[config.mk]
export PLATFORM = sky130hd
export DESIGN_NAME = http_chunked_body_decoder_unit_flat
export DESIGN_NICKNAME = d
export VERILOG_FILES = /design/src/hcbd_pkg.sv /design/src/hcbd_stream_if.sv /design/src/hcbd_core.sv /design/src/http_chunked_body_decoder_unit.sv /design/src/flat_wrapper.sv
export SDC_FILE = /design/constraint.sdc
export NUM_CORES = 1
export LEC_CHECK = 0
export BUFFER_PORTS_ARGS = -buffer_cell sky130_fd_sc_hd__clkbuf_2
export CORE_UTILIZATION = 25
export CTS_CLUSTER_DIAMETER = 150
export DETAILED_ROUTE_END_ITERATION = 10
export SYNTH_ARGS = -nofsm -noshare
export SYNTH_HDL_FRONTEND = slang
export SYNTH_HIERARCHICAL = 1
export SYNTH_SLANG_ARGS = --single-unit
[constraint.sdc]
create_clock -name clk_i -period 6.9 [get_ports clk_i]
set_clock_uncertainty 0.15 [all_clocks]
set_input_delay 1.38 -clock clk_i [delete_from_list [all_inputs] [get_ports clk_i]]
set_output_delay 1.38 -clock clk_i [all_outputs]
set_load 0.01 [all_outputs]
[src/hcbd_pkg.sv]
`timescale 1ns / 1ps
// Package of the chunked body decoder: phase and result codes, byte constants,
// the result struct and the hex digit decoder. Depends on nothing.
package hcbd_pkg;

  typedef enum logic [1:0] {
    PH_SIZE    = 2'd0,
    PH_DATA    = 2'd1,
    PH_TRAILER = 2'd2
  } phase_e;

  typedef enum logic [1:0] {
    K_DATA  = 2'd0,
    K_DONE  = 2'd1,
    K_ERROR = 2'd2
  } kind_e;

  localparam logic [7:0] CHAR_CR = 8'h0D;
  localparam logic [7:0] CHAR_LF = 8'h0A;
  localparam logic [7:0] CHAR_SP = 8'h20;

  typedef struct packed {
    logic       valid;
    kind_e      kind;
    logic [7:0] payload_byte;
  } result_t;

  typedef struct packed {
    logic       is_hex;
    logic [3:0] value;
  } hex_digit_t;

  function automatic hex_digit_t hex_decode(input logic [7:0] c);
    hex_digit_t h;
    h.is_hex = 1'b1;
    h.value  = 4'd0;
    if (c >= 8'h30 && c <= 8'h39) begin
      h.value = 4'(c - 8'h30);
    end else if (c >= 8'h61 && c <= 8'h66) begin
      h.value = 4'(c - 8'h57);
    end else if (c >= 8'h41 && c <= 8'h46) begin
      h.value = 4'(c - 8'h37);
    end else begin
      h.is_hex = 1'b0;
    end
    return h;
  endfunction

endpackage

[src/hcbd_stream_if.sv]
`timescale 1ns / 1ps
// Valid/ready channel interfaces of the chunked body decoder: the raw byte
// channel and the result channel. Depends on nothing.
interface hcbd_byte_if;
  logic       valid;
  logic       ready;
  logic [7:0] in_byte;

  modport source (output valid, output in_byte, input ready);
  modport sink (input valid, input in_byte, output ready);
endinterface

interface hcbd_result_if;
  logic       valid;
  logic       ready;
  logic [1:0] kind;
  logic [7:0] payload_byte;

  modport source (output valid, output kind, output payload_byte, input ready);
  modport sink (input valid, input kind, input payload_byte, output ready);
endinterface

[src/hcbd_core.sv]
`timescale 1ns / 1ps
// Decoder state and the per-byte step: size line, data and trailer phases.
// Depends on hcbd_pkg.
module hcbd_core #(
  parameter int SIZE_BITS = 32
) (
  input  logic             clk_i,
  input  logic             rst_ni,
  input  logic             step_i,
  input  logic [7:0]       byte_i,
  output hcbd_pkg::result_t result_o
);

  hcbd_pkg::phase_e       phase_q, phase_d;
  logic [SIZE_BITS-1:0]   accum_q, accum_d;
  logic [SIZE_BITS-1:0]   left_q, left_d;
  logic [SIZE_BITS-1:0]   left_dec;
  logic                   digits_done_q, digits_done_d;
  logic                   line_started_q, line_started_d;
  logic                   overflow_q, overflow_d;
  logic                   prev_lf_q, prev_lf_d;
  hcbd_pkg::hex_digit_t   digit;

  assign digit    = hcbd_pkg::hex_decode(byte_i);
  assign left_dec = left_q - SIZE_BITS'(1);

  always_comb begin
    phase_d        = phase_q;
    accum_d        = accum_q;
    left_d         = left_q;
    digits_done_d  = digits_done_q;
    line_started_d = line_started_q;
    overflow_d     = overflow_q;
    prev_lf_d      = prev_lf_q;
    result_o.valid        = 1'b0;
    result_o.kind         = hcbd_pkg::K_DATA;
    result_o.payload_byte = 8'd0;

    unique case (phase_q)
      hcbd_pkg::PH_DATA: begin
        left_d                = left_dec;
        result_o.valid        = 1'b1;
        result_o.payload_byte = byte_i;
        if (left_dec == '0) begin
          phase_d = hcbd_pkg::PH_SIZE;
        end
      end
      hcbd_pkg::PH_TRAILER: begin
        if (prev_lf_q && byte_i == hcbd_pkg::CHAR_CR) begin
          phase_d        = hcbd_pkg::PH_SIZE;
          prev_lf_d      = 1'b0;
          result_o.valid = 1'b1;
          result_o.kind  = hcbd_pkg::K_DONE;
        end else begin
          prev_lf_d = (byte_i == hcbd_pkg::CHAR_LF);
        end
      end
      default: begin
        // Size line; the unused phase code behaves the same way.
        if (!line_started_q && (byte_i == hcbd_pkg::CHAR_CR ||
            byte_i == hcbd_pkg::CHAR_LF || byte_i == hcbd_pkg::CHAR_SP)) begin
          phase_d = phase_q;
        end else if (byte_i == hcbd_pkg::CHAR_LF) begin
          accum_d        = '0;
          left_d         = '0;
          digits_done_d  = 1'b0;
          line_started_d = 1'b0;
          overflow_d     = 1'b0;
          prev_lf_d      = 1'b0;
          phase_d        = hcbd_pkg::PH_SIZE;
          if (overflow_q) begin
            result_o.valid = 1'b1;
            result_o.kind  = hcbd_pkg::K_ERROR;
          end else if (accum_q == '0) begin
            phase_d   = hcbd_pkg::PH_TRAILER;
            prev_lf_d = 1'b1;
          end else begin
            phase_d = hcbd_pkg::PH_DATA;
            left_d  = accum_q;
          end
        end else begin
          line_started_d = 1'b1;
          if (!digits_done_q) begin
            if (!digit.is_hex) begin
              digits_done_d = 1'b1;
            end else if (!overflow_q) begin
              if (accum_q[SIZE_BITS-1 -: 4] != 4'd0) begin
                overflow_d = 1'b1;
              end else begin
                accum_d = {accum_q[SIZE_BITS-5:0], digit.value};
              end
            end
          end
        end
      end
    endcase
  end

  always_ff @(posedge clk_i or negedge rst_ni) begin
    if (!rst_ni) begin
      phase_q        <= hcbd_pkg::PH_SIZE;
      accum_q        <= '0;
      left_q         <= '0;
      digits_done_q  <= 1'b0;
      line_started_q <= 1'b0;
      overflow_q     <= 1'b0;
      prev_lf_q      <= 1'b0;
    end else if (step_i) begin
      phase_q        <= phase_d;
      accum_q        <= accum_d;
      left_q         <= left_d;
      digits_done_q  <= digits_done_d;
      line_started_q <= line_started_d;
      overflow_q     <= overflow_d;
      prev_lf_q      <= prev_lf_d;
    end
  end

endmodule

[src/http_chunked_body_decoder_unit.sv]
`timescale 1ns / 1ps
// Top level of the HTTP chunked body decoder: input register, decoder core and
// result register. Depends on hcbd_pkg, hcbd_stream_if and hcbd_core.
//
// The in_i channel carries one raw byte of a chunked message body per word.
// The out_o channel carries the results: a payload data byte (kind 0), body
// complete (kind 1) or size line error (kind 2). Only data bytes, the LF that
// ends an overflowed size line and the CR ending the trailer give a result.
// A byte accepted into the input register is decoded by the core once the
// result register is free, and its result word is then written into the
// result register. One byte per cycle is accepted as long as the
// result register is empty or is being read in the same cycle.
// When the receiver holds ready low, the result word waits in the result
// register, the byte behind it waits in the input register, and in_i.ready
// drops until the result register frees up.
// Reset clears the valid flags and puts the decoder at the start of a fresh
// size line, ready for a new body; no clearing pass is needed.
module http_chunked_body_decoder_unit #(
  parameter int SIZE_BITS = 32
) (
  input  logic          clk_i,
  input  logic          rst_ni,
  hcbd_byte_if.sink     in_i,
  hcbd_result_if.source out_o
);

  logic              in_valid_q;
  logic [7:0]        in_byte_q;
  logic              out_valid_q;
  hcbd_pkg::kind_e   kind_q;
  logic [7:0]        payload_q;
  logic              out_free;
  logic              advance;
  hcbd_pkg::result_t step_res;

  assign out_free   = !out_valid_q || out_o.ready;
  assign advance    = in_valid_q && out_free;
  assign in_i.ready = !in_valid_q || advance;

  hcbd_core #(
    .SIZE_BITS (SIZE_BITS)
  ) u_core (
    .clk_i    (clk_i),
    .rst_ni   (rst_ni),
    .step_i   (advance),
    .byte_i   (in_byte_q),
    .result_o (step_res)
  );

  always_ff @(posedge clk_i or negedge rst_ni) begin
    if (!rst_ni) begin
      in_valid_q <= 1'b0;
    end else if (in_i.ready) begin
      in_valid_q <= in_i.valid;
    end
  end

  always_ff @(posedge clk_i) begin
    if (in_i.ready && in_i.valid) begin
      in_byte_q <= in_i.in_byte;
    end
  end

  always_ff @(posedge clk_i or negedge rst_ni) begin
    if (!rst_ni) begin
      out_valid_q <= 1'b0;
    end else if (out_free) begin
      out_valid_q <= advance && step_res.valid;
    end
  end

  always_ff @(posedge clk_i) begin
    if (advance && step_res.valid) begin
      kind_q    <= step_res.kind;
      payload_q <= step_res.payload_byte;
    end
  end

  assign out_o.valid        = out_valid_q;
  assign out_o.kind         = 2'(kind_q);
  assign out_o.payload_byte = payload_q;

endmodule
[src/flat_wrapper.sv]
// flat-port wrapper written by rule: the top's interface ports become plain ports
module http_chunked_body_decoder_unit_flat 
#(
  parameter int SIZE_BITS = 32
)
  (clk_i, rst_ni, in_i_valid, in_i_in_byte, in_i_ready, out_o_valid, out_o_kind, out_o_payload_byte, out_o_ready);
  hcbd_byte_if in_i_i ();
  hcbd_result_if out_o_i ();
  input  logic clk_i;
  input  logic rst_ni;
  input wire logic [$bits(in_i_i.valid)-1:0] in_i_valid;
  input wire logic [$bits(in_i_i.in_byte)-1:0] in_i_in_byte;
  output wire logic [$bits(in_i_i.ready)-1:0] in_i_ready;
  output wire logic [$bits(out_o_i.valid)-1:0] out_o_valid;
  output wire logic [$bits(out_o_i.kind)-1:0] out_o_kind;
  output wire logic [$bits(out_o_i.payload_byte)-1:0] out_o_payload_byte;
  input wire logic [$bits(out_o_i.ready)-1:0] out_o_ready;
  assign in_i_i.valid = in_i_valid;
  assign in_i_i.in_byte = in_i_in_byte;
  assign in_i_ready = in_i_i.ready;
  assign out_o_valid = out_o_i.valid;
  assign out_o_kind = out_o_i.kind;
  assign out_o_payload_byte = out_o_i.payload_byte;
  assign out_o_i.ready = out_o_ready;
  http_chunked_body_decoder_unit #(.SIZE_BITS(SIZE_BITS)) u_core (.clk_i(clk_i), .rst_ni(rst_ni), .in_i(in_i_i), .out_o(out_o_i));
endmodule
==> results by stage, run 1 <==
Run status:
- The flow ran to the end, and the final reports show no timing, DRC or antenna violations.

Clocking:
- Clock-pin slew was measured on the worst setup and hold paths at about 0.060 ns.
- The clock buffer count from CTS is 9.
- The maximum clock path buffer count is 2.
- The clock tree from TritonCTS is built.
- The number of setup buffers added after CTS is 0.
- At the later pin of the worst-skew pair, clock insertion delay measures about 0.35 ns.
- The quantity of gates resized following cts is 0.
- In this run the number of H-tree levels came out at 3.
- The clock root buffer is clkbuf_16.
- The number of clock sinks seen by CTS is 90.
- In this run, post-CTS hold repair placed 0 buffers.

Route:
- Summing over every cut layer, the via total after detailed routing is 4,270.
- The antenna violation net count after detailed routing is 0.
- For this block, the routed nets add up to 12,800 microns of wire.
- The wire length per cell is about 15 microns.
- The count of routing violations after the opening detailed-route iteration is 352.
- The average via count per standard cell is between 5 and 6.
- In the routed design, unresolved DRC markers number 0.
- The number of iterations in the first detailed-routing pass is 5.

Timing:
- Setup repair after global routing left no endpoint under its margin.
- The routed design could run at a clock period as short as approximately 3.3 ns.
- Static timing analysis puts the maximum clock frequency at 303 MHz.
- Of the available clock period, the critical path in the final layout requires 0.478.
- The worst hold slack is 0.356 ns.
- The worst relative slew slack is 0.229.
- The transition time of the tightest slew-check pin is 1.16 ns.
- The number of setup violations in the final report is 0.
- The number of pins exceeding their max-slew limit in the final report is 0.
- The count of final hold-check violations is 0.
- The setup TNS is 0 ns.

Worst setup path:
- The reg-to-reg critical path endpoint is u_core/u_core/accum_q[23].
- The kind of critical path is in -> out.
- The signal on the critical path passes through clkbuf_2 -> nand3b_4 -> clkbuf_2.
- The required time at the worst-slack endpoint is 5.37 ns.
- STA classifies the critical path endpoint as a primary output.
- The cell depth of the worst flop-to-flop path is 9.
- The critical path ends at in_i_ready.
- The cell at the slowest stage of the critical path is nand3b_4.
- At the worst endpoint, the arrival time is 1.77 ns.
- In this run the critical register-to-register path is launched from u_core/in_byte_q[0].
- The origin of the worst setup path is out_o_ready.
- The worst setup path is launched from an input port.
- The cell repeated most along the worst path is clkbuf_2.
- The highest net fanout along the worst path is 3.
- The stage delay of the slowest cell on the critical path is 0.16 ns.
- The setup check on the worst reg-to-reg path leaves a slack of 3.71 ns.

Cells and area:
- After the last flow step, the layout net total stands at 598.
- Leaving out fill and tap cells, the most frequent cells in the layout are 94 x nand2_1, 72 x dfrtp_1, 40 x o21ai_1, 40 x nor2_1, 34 x a21oi_1.
- The number of diodes is 0.
- The most common cell after layout, fill and taps aside is nand2_1.
- The total non-filler cell area in the finished layout is between 0.005 and 0.006 sq mm.
- The register cell area after layout is 0.00234 sq mm.
- In the final layout, the share of cells above drive strength 1 is 0.108.
- The area taken by multi-input logic gates is ~0.0025 sq mm.
- The number of filler instances in the final layout is ~2,200.
- The area growth from synthesis to layout is 12.4%.
- The filler-free cell count of the finished design is about 850.

Floorplanning:
- The floorplan has 51 rows.
- The floorplan step defined a die boundary enclosing 0.0210 sq mm.
- The floorplan step defined a core boundary enclosing 0.0198 sq mm.
- The floorplan step set the die width to between 100 and 150 microns.
- The total I/O pin count is 24.
- From bottom edge to top edge, the die measures 145 microns.
- For this configuration, the core starts out at a cell density of 0.259.

Place:
- Including well taps, the total number of placed cells is 832.
- Detailed placement ended at an HPWL of roughly 8500 microns.
- Port buffering added 23 buffers.
- Routability-driven placement finished with a final weighted congestion of 0.755.
- In this run the cell area measured after placement is 0.00543 sq mm.

Yosys:
- The Yosys step of the flow raised 6 warnings.
- The leading register cell type out of synthesis is dfrtp_1.
- Of the total synthesized cell area, the portion taken by XOR and XNOR cells is 0.0103.
- The synthesized area per cell is 8.90 sq um.
- Of the total synthesized cell area, the portion taken by AND, OR, NAND and NOR gates is 0.262.
- After synthesis, the largest family of logic cells by area is simple AND/OR/NAND/NOR gates.
- The number of nets in the synthesized netlist is about 600.
- The complex-gate fraction of the synthesized area is 0.201.
- The gate count of the mapped netlist is 575.
- Counting flops with an async set or reset pin after synthesis yields a share of 0.800.
- For this run, the register share of the synthesized area comes to 0.458.
- The number of flops mapped to enable cells by yosys is 18.
- Yosys mapped the design onto 69 distinct sky130hd cell types.
- The share of synthesized area spent on multiplexers is 0.00416.
- In this run, synthesis produced a sequential element count of 90.
- Of the total synthesized cell area, the portion taken by full adders, half adders and majority gates is 0.0196.
- In this run the cell area of the synthesized design comes to between 0.005 and 0.006 sq mm.

Job:
- The max-capacitance violation count is 0.

Power and ir drop:
- The power per cell area is 208 mW/mm^2.
- The leakage power is 2.15 nW.
- Across the VDD grid, the largest voltage drop is 110 uV.
- The final total power is 1.20 mW.

Min path:
- The class of the most critical hold timing path is reg -> reg.

Global route:
- The wire length of the first global-routing pass is 21,300 microns.
- The pin count of the biggest net entering global routing is 73.
- Global routing finished with a remaining overflow of 0.
- The number of global-route vias before repair was 4,076.
- The initial antenna violation count is 0.
- The combined global-route utilization of all metal layers is 0.126.
## how the worst min path moves through the flow
stage | start | end | slack (ns) | depth (start not counted)
final | u_core/u_core/prev_lf_q | u_core/u_core/prev_lf_q | 0.36 | 1
after global routing | u_core/u_core/prev_lf_q | u_core/u_core/prev_lf_q | 0.38 | 1
after CTS | u_core/u_core/prev_lf_q | u_core/u_core/prev_lf_q | 0.35 | 1
after detailed placement | u_core/u_core/prev_lf_q | u_core/u_core/prev_lf_q | 0.34 | 1
after global placement | u_core/u_core/prev_lf_q | u_core/u_core/prev_lf_q | 0.33 | 1
after floorplan | u_core/u_core/prev_lf_q | u_core/u_core/prev_lf_q | 0.32 | 1
## per-stage QoR
step,utilization,setup WS [ns]
2_1_floorplan,-,3.84
3_3_place_gp,0.275,3.46
3_5_place_dp,0.275,3.43
4_1_cts,0.291,3.59
5_1_grt,0.291,3.48
6_report,0.291,3.60
## cells in the mapped netlist (6+ instances only)
| master | n | area (sq um) |
|---|---|---|
| o22ai_1 | 6 | 37.5 |
| dfrtp_1 | 72 | 1800 |
| nand3_1 | 23 | 115 |
| o21ai_0 | 23 | 115 |
| nor3_1 | 19 | 95.1 |
| inv_1 | 16 | 60.1 |
| buf_2 | 7 | 35.0 |
| o21ai_1 | 40 | 200 |
| and3_1 | 6 | 37.5 |
| nor4_1 | 11 | 68.8 |
| a21oi_1 | 34 | 170 |
| nand2_1 | 95 | 357 |
| nor2_1 | 40 | 150 |
| ha_1 | 8 | 100 |
| or4_1 | 8 | 60.1 |
| a31oi_1 | 9 | 56.3 |
| clkbuf_1 | 23 | 86.3 |
| and4_1 | 6 | 52.6 |
| o21a_1 | 10 | 75.1 |
| edfxtp_1 | 18 | 541 |
| and2_1 | 11 | 68.8 |
## critical path: cells and delay by family
family                 cells  cell delay, ns
and+or+nand+nor            1            0.16
buffers and inverters      2            0.22
## registers in the layout, summed over array words and instances (netlist names)
name                          count
u_core/u_core/accum_q            32
u_core/u_core/left_q             32
u_core/in_byte_q                  8
u_core/out_o.payload_byte         8
u_core/out_o.kind                 2
u_core/u_core/phase_q             2
u_core/in_valid_q                 1
u_core/out_o.valid                1
u_core/u_core/digits_done_q       1
u_core/u_core/line_started_q      1
u_core/u_core/overflow_q          1
u_core/u_core/prev_lf_q           1
## per-layer routing
layer	vias to the layer above	global-route usage	part of all wire
li1	2110	-	-
met1	2041	0.170	0.48
met2	102	0.198	0.46
met3	17	0.0201	0.043
met4	0	0.0548	0.018
met5	-	0	0
## kinds of logic after synthesis
logic type,Yosys count
and+or+nand+nor,254
AOI/OAI and AO/OA,163
DFF,90
buffers and inverters,52
adders and majority gates,8
xor gates and xnor gates,6
muxes,2
## layout make-up
| class | instances | share of cell area |
|---|---|---|
| Sequential cell | 90 | 0.407 |
| Timing Repair Buffer | 28 | 0.0270 |
| Clock buffer | 10 | 0.0416 |
| Clock inverter | 6 | 0.0137 |
| Multi-Input combinational cell | 433 | 0.442 |
| Tap cell | 265 | 0.0577 |
| Inverter | 16 | 0.0104 |
## where the power goes
group          total, mW  internal, mW  switching, mW  leakage [nW]
Sequential         0.580         0.556         0.0238          1.11
Combinational     0.0869        0.0333         0.0535         0.888
Clock              0.528         0.299          0.229         0.158
No activity file was read; power rests on OpenSTA's default activity.
==> run 2: changes to the inputs <==
Clock period 6.9 ns to 3 ns, I/O delays scaled along.
==> results by stage, run 2 (synthesis gave the netlist of run 1 again) <==
Timing:
- The worst relative slew slack is 0.369 (+0.140).
- Counting I/O delays and the setup requirement, the final critical path takes 2.71 ns.
- The transition time of the tightest slew-check pin is 0.947 ns (-0.210 ns).
- The count of final hold-check violations came to 0 (unchanged).
- The setup TNS came to 0 ns (unchanged).
- The achievable clock frequency is 370 MHz.
- The number of pins exceeding their max-slew limit in the final report is 0 (unchanged).
- The part of the cycle the worst path needs is 0.902.
- The number of setup violations in the final report was 0 (unchanged).
- Setup repair after global routing left no endpoint under its margin.

Place:
- The placed cell area is 0.00554 sq mm (+2.0%).
- The final weighted congestion in routability-driven placement is 0.832 (+10%).
- The number of buffers added on ports is 23 (unchanged).
- The detailed placement HPWL is 9310 microns (+9.3%).

Floorplanning:
- The total I/O pin count is 24 (unchanged).
- The floorplan row count is 51 (unchanged).
- The placeable core region is 0.0198 sq mm (unchanged).
- The width of the die is 145 microns (unchanged).
- The die area is 0.0210 sq mm (unchanged).
- The effective utilization at floorplan is 0.259 (unchanged).
- The die height is 145 microns (unchanged).

Power and ir drop:
- The proportion of power drawn by combinational gates came to 0.080 (+0.007).
- The part of the power in registers is 0.507 (+0.021).
- The leakage power is 2.20 nW (+2.0%).
- The power spent charging and discharging nets is 0.687 mW (+120%).
- The net switching share of the total power is 0.260 (+0.00432).
- The peak supply drop is 258 uV (+130%).
- The relative contribution of the clock network to total power is 0.413 (-0.029).
- The internal power component came to 1.95 mW (+120%).
- The power per cell area was 452 mW/mm^2 (+120%).

Worst setup path:
- The endpoint identified for the worst register-to-register timing path is u_core/u_core/accum_q[14].
- The kind of critical path is reg -> reg.
- The signal arrival time at the worst endpoint was 2.84 ns (+1.07 ns).
- The required time at the worst-slack endpoint is 3.13 ns (-2.24 ns).
- The most critical setup path has its startpoint at u_core/in_byte_q[0].
- The startpoint identified for the worst register-to-register timing path is u_core/in_byte_q[0].
- The register-to-register setup slack is 0.29 ns (-3.42 ns).
- The endpoint type of the worst setup path is a flip-flop.
- Following the worst setup path forward leads to its endpoint at u_core/u_core/accum_q[14].
- The highest net fanout along the worst path is 38 (+35).
- The cell depth of the worst flop-to-flop path was 10 (+1).
- The type of element launching the critical path is a flip-flop.

Clocking:
- The maximum level of the CTS H-tree came to 3 (unchanged).
- The clock buffer count from CTS is 9 (unchanged).
- In this run the clock root is driven by a clkbuf_16.
- The CTS clock-pin slew for the worst setup and hold paths is 0.07 ns (about the same).
- The number of clock sinks seen by CTS is 90 (unchanged).
- The clock network latency to the later pin of the worst-skew pair is 0.35 ns (about the same).
- The clock tree from TritonCTS is built.
- The maximum clock path buffer count was 2 (unchanged).

Route:
- The antenna violation net count after detailed routing is 0 (unchanged).
- The average via count per standard cell came to 5.05 (+0.27%).
- The wire length after detailed routing is 13,300 microns (+3.6%).
- The count of routing violations after the opening detailed-route iteration is 431 (+22%).
- The number of iterations in the first detailed-routing pass is 7 (+2).
- The wire length per cell was 15.5 microns (+2.2%).
- The via total after detailed routing is 4,342 (+1.7%).
- The DRC violations left is 0 (unchanged).

Cells and area:
- The area taken by multi-input logic gates is 0.00255 sq mm (+0.30%).
- The register cell area after layout is 0.00234 sq mm (unchanged).
- The number of filler instances in the final layout was 2,145 (-1.4%).
- The number of diodes is 0 (unchanged).
- The largest registers in the layout are u_core/u_core/accum_q (32), u_core/u_core/left_q (32).
- The most common cell after layout, fill and taps aside is nand2_1.
- The area growth from synthesis to layout is 14.0%.
- The total non-filler cell area in the finished layout came to 0.00583 sq mm (+1.5%).
- The share of cells above drive strength 1 is 0.126 (+0.0180).
- The post-route core utilization is 0.295 (+0.00424).
- The total number of nets in the final design is 610 (+2.0%).
- The top cell types in the final layout, fill and taps aside, are 94 x nand2_1, 72 x dfrtp_1, 40 x o21ai_1, 40 x nor2_1, 34 x a21oi_1.

Global route:
- The remaining global-route overflow is 0 (unchanged).
- The wire length of the first global-routing pass is 22,600 microns (+6.2%).
- The number of global-route vias before repair is 4,182 (+2.6%).
- The pin count of the biggest net entering global routing is 73 (unchanged).
- The combined global-route utilization of all metal layers is 0.134 (+0.00814).
- The initial antenna violation count is 0 (unchanged).

Run status:
- The run finished with clean final reports.

Job:
- The max-capacitance violation count is 0 (unchanged).

Min path:
- The worst hold path belongs to the class in -> async.
==> run 2: metal layers <==
metal | GRT usage | routed length (microns)
met5 | 0 | 0
met4 | 0.0436 | 197
met3 | 0.0274 | 634
met2 | 0.207 | 6120
met1 | 0.186 | 6340
==> run 2: area by class of cell <==
| cell class | instances | share of cell area |
|---|---|---|
| repair buffers | 40 | 0.0463 |
| inverters | 16 | 0.0103 |
| clock inverters | 6 | 0.00687 |
| multi-input cells | 433 | 0.437 |
| well taps | 265 | 0.0569 |
| clock buffers | 10 | 0.0410 |
| flip-flops and latches | 90 | 0.402 |
==> run 2: worst max-delay path, stage by stage (launching register included) <==
cell	delay [ns]
edfxtp_1	0.46
inv_1	0.15
ha_1	0.19
or3b_1	0.36
and3_1	0.22
o21a_1	0.19
o221a_2	0.27
nand2_2	0.25
buf_12	0.23
nand2_1	0.07
o21ai_1	0.08
==> run 2: how the worst min path moves through the flow <==
stage	startpoint	endpoint	depth (start not counted)	slack, ns
2_1_floorplan	rst_ni	u_core/in_valid_q	0	0.15
3_3_place_gp	u_core/u_core/prev_lf_q	u_core/u_core/prev_lf_q	1	0.34
3_5_place_dp	u_core/u_core/prev_lf_q	u_core/u_core/prev_lf_q	1	0.35
4_1_cts	in_i_in_byte[5]	u_core/in_byte_q[5]	1	0.26
5_1_grt	in_i_in_byte[3]	u_core/in_byte_q[3]	1	0.26
6_report	rst_ni	u_core/u_core/left_q[10]	1	0.25
==> run 2: power by group through the flow <==
stage	logic, mW	clock network [mW]	registers [mW]
4_1_cts	0.208	1.11	1.34
5_1_grt	0.235	1.16	1.34
2_1_floorplan	0.146	0	1.34
6_report	0.210	1.09	1.34
3_5_place_dp	0.206	0	1.36
3_3_place_gp	0.205	0	1.36
==> run 2: repair_timing <==
action,CTS,global route
gates resized for setup,0,2
buffers inserted,0,1
hold buffers,0,0
endpoints found under the setup margin,0,2
==> run 2: metrics by stage <==
step	cells	hold slack [ns]	power [mW]	worst slack (ns)
after global placement	843	0.340	1.56	0.359
final	860	0.251	2.64	0.294
after global routing	860	0.256	2.74	0.0518
after floorplan	575	0.154	1.48	0.526
after CTS	859	0.259	2.65	0.244
after detailed placement	843	0.349	1.57	0.246
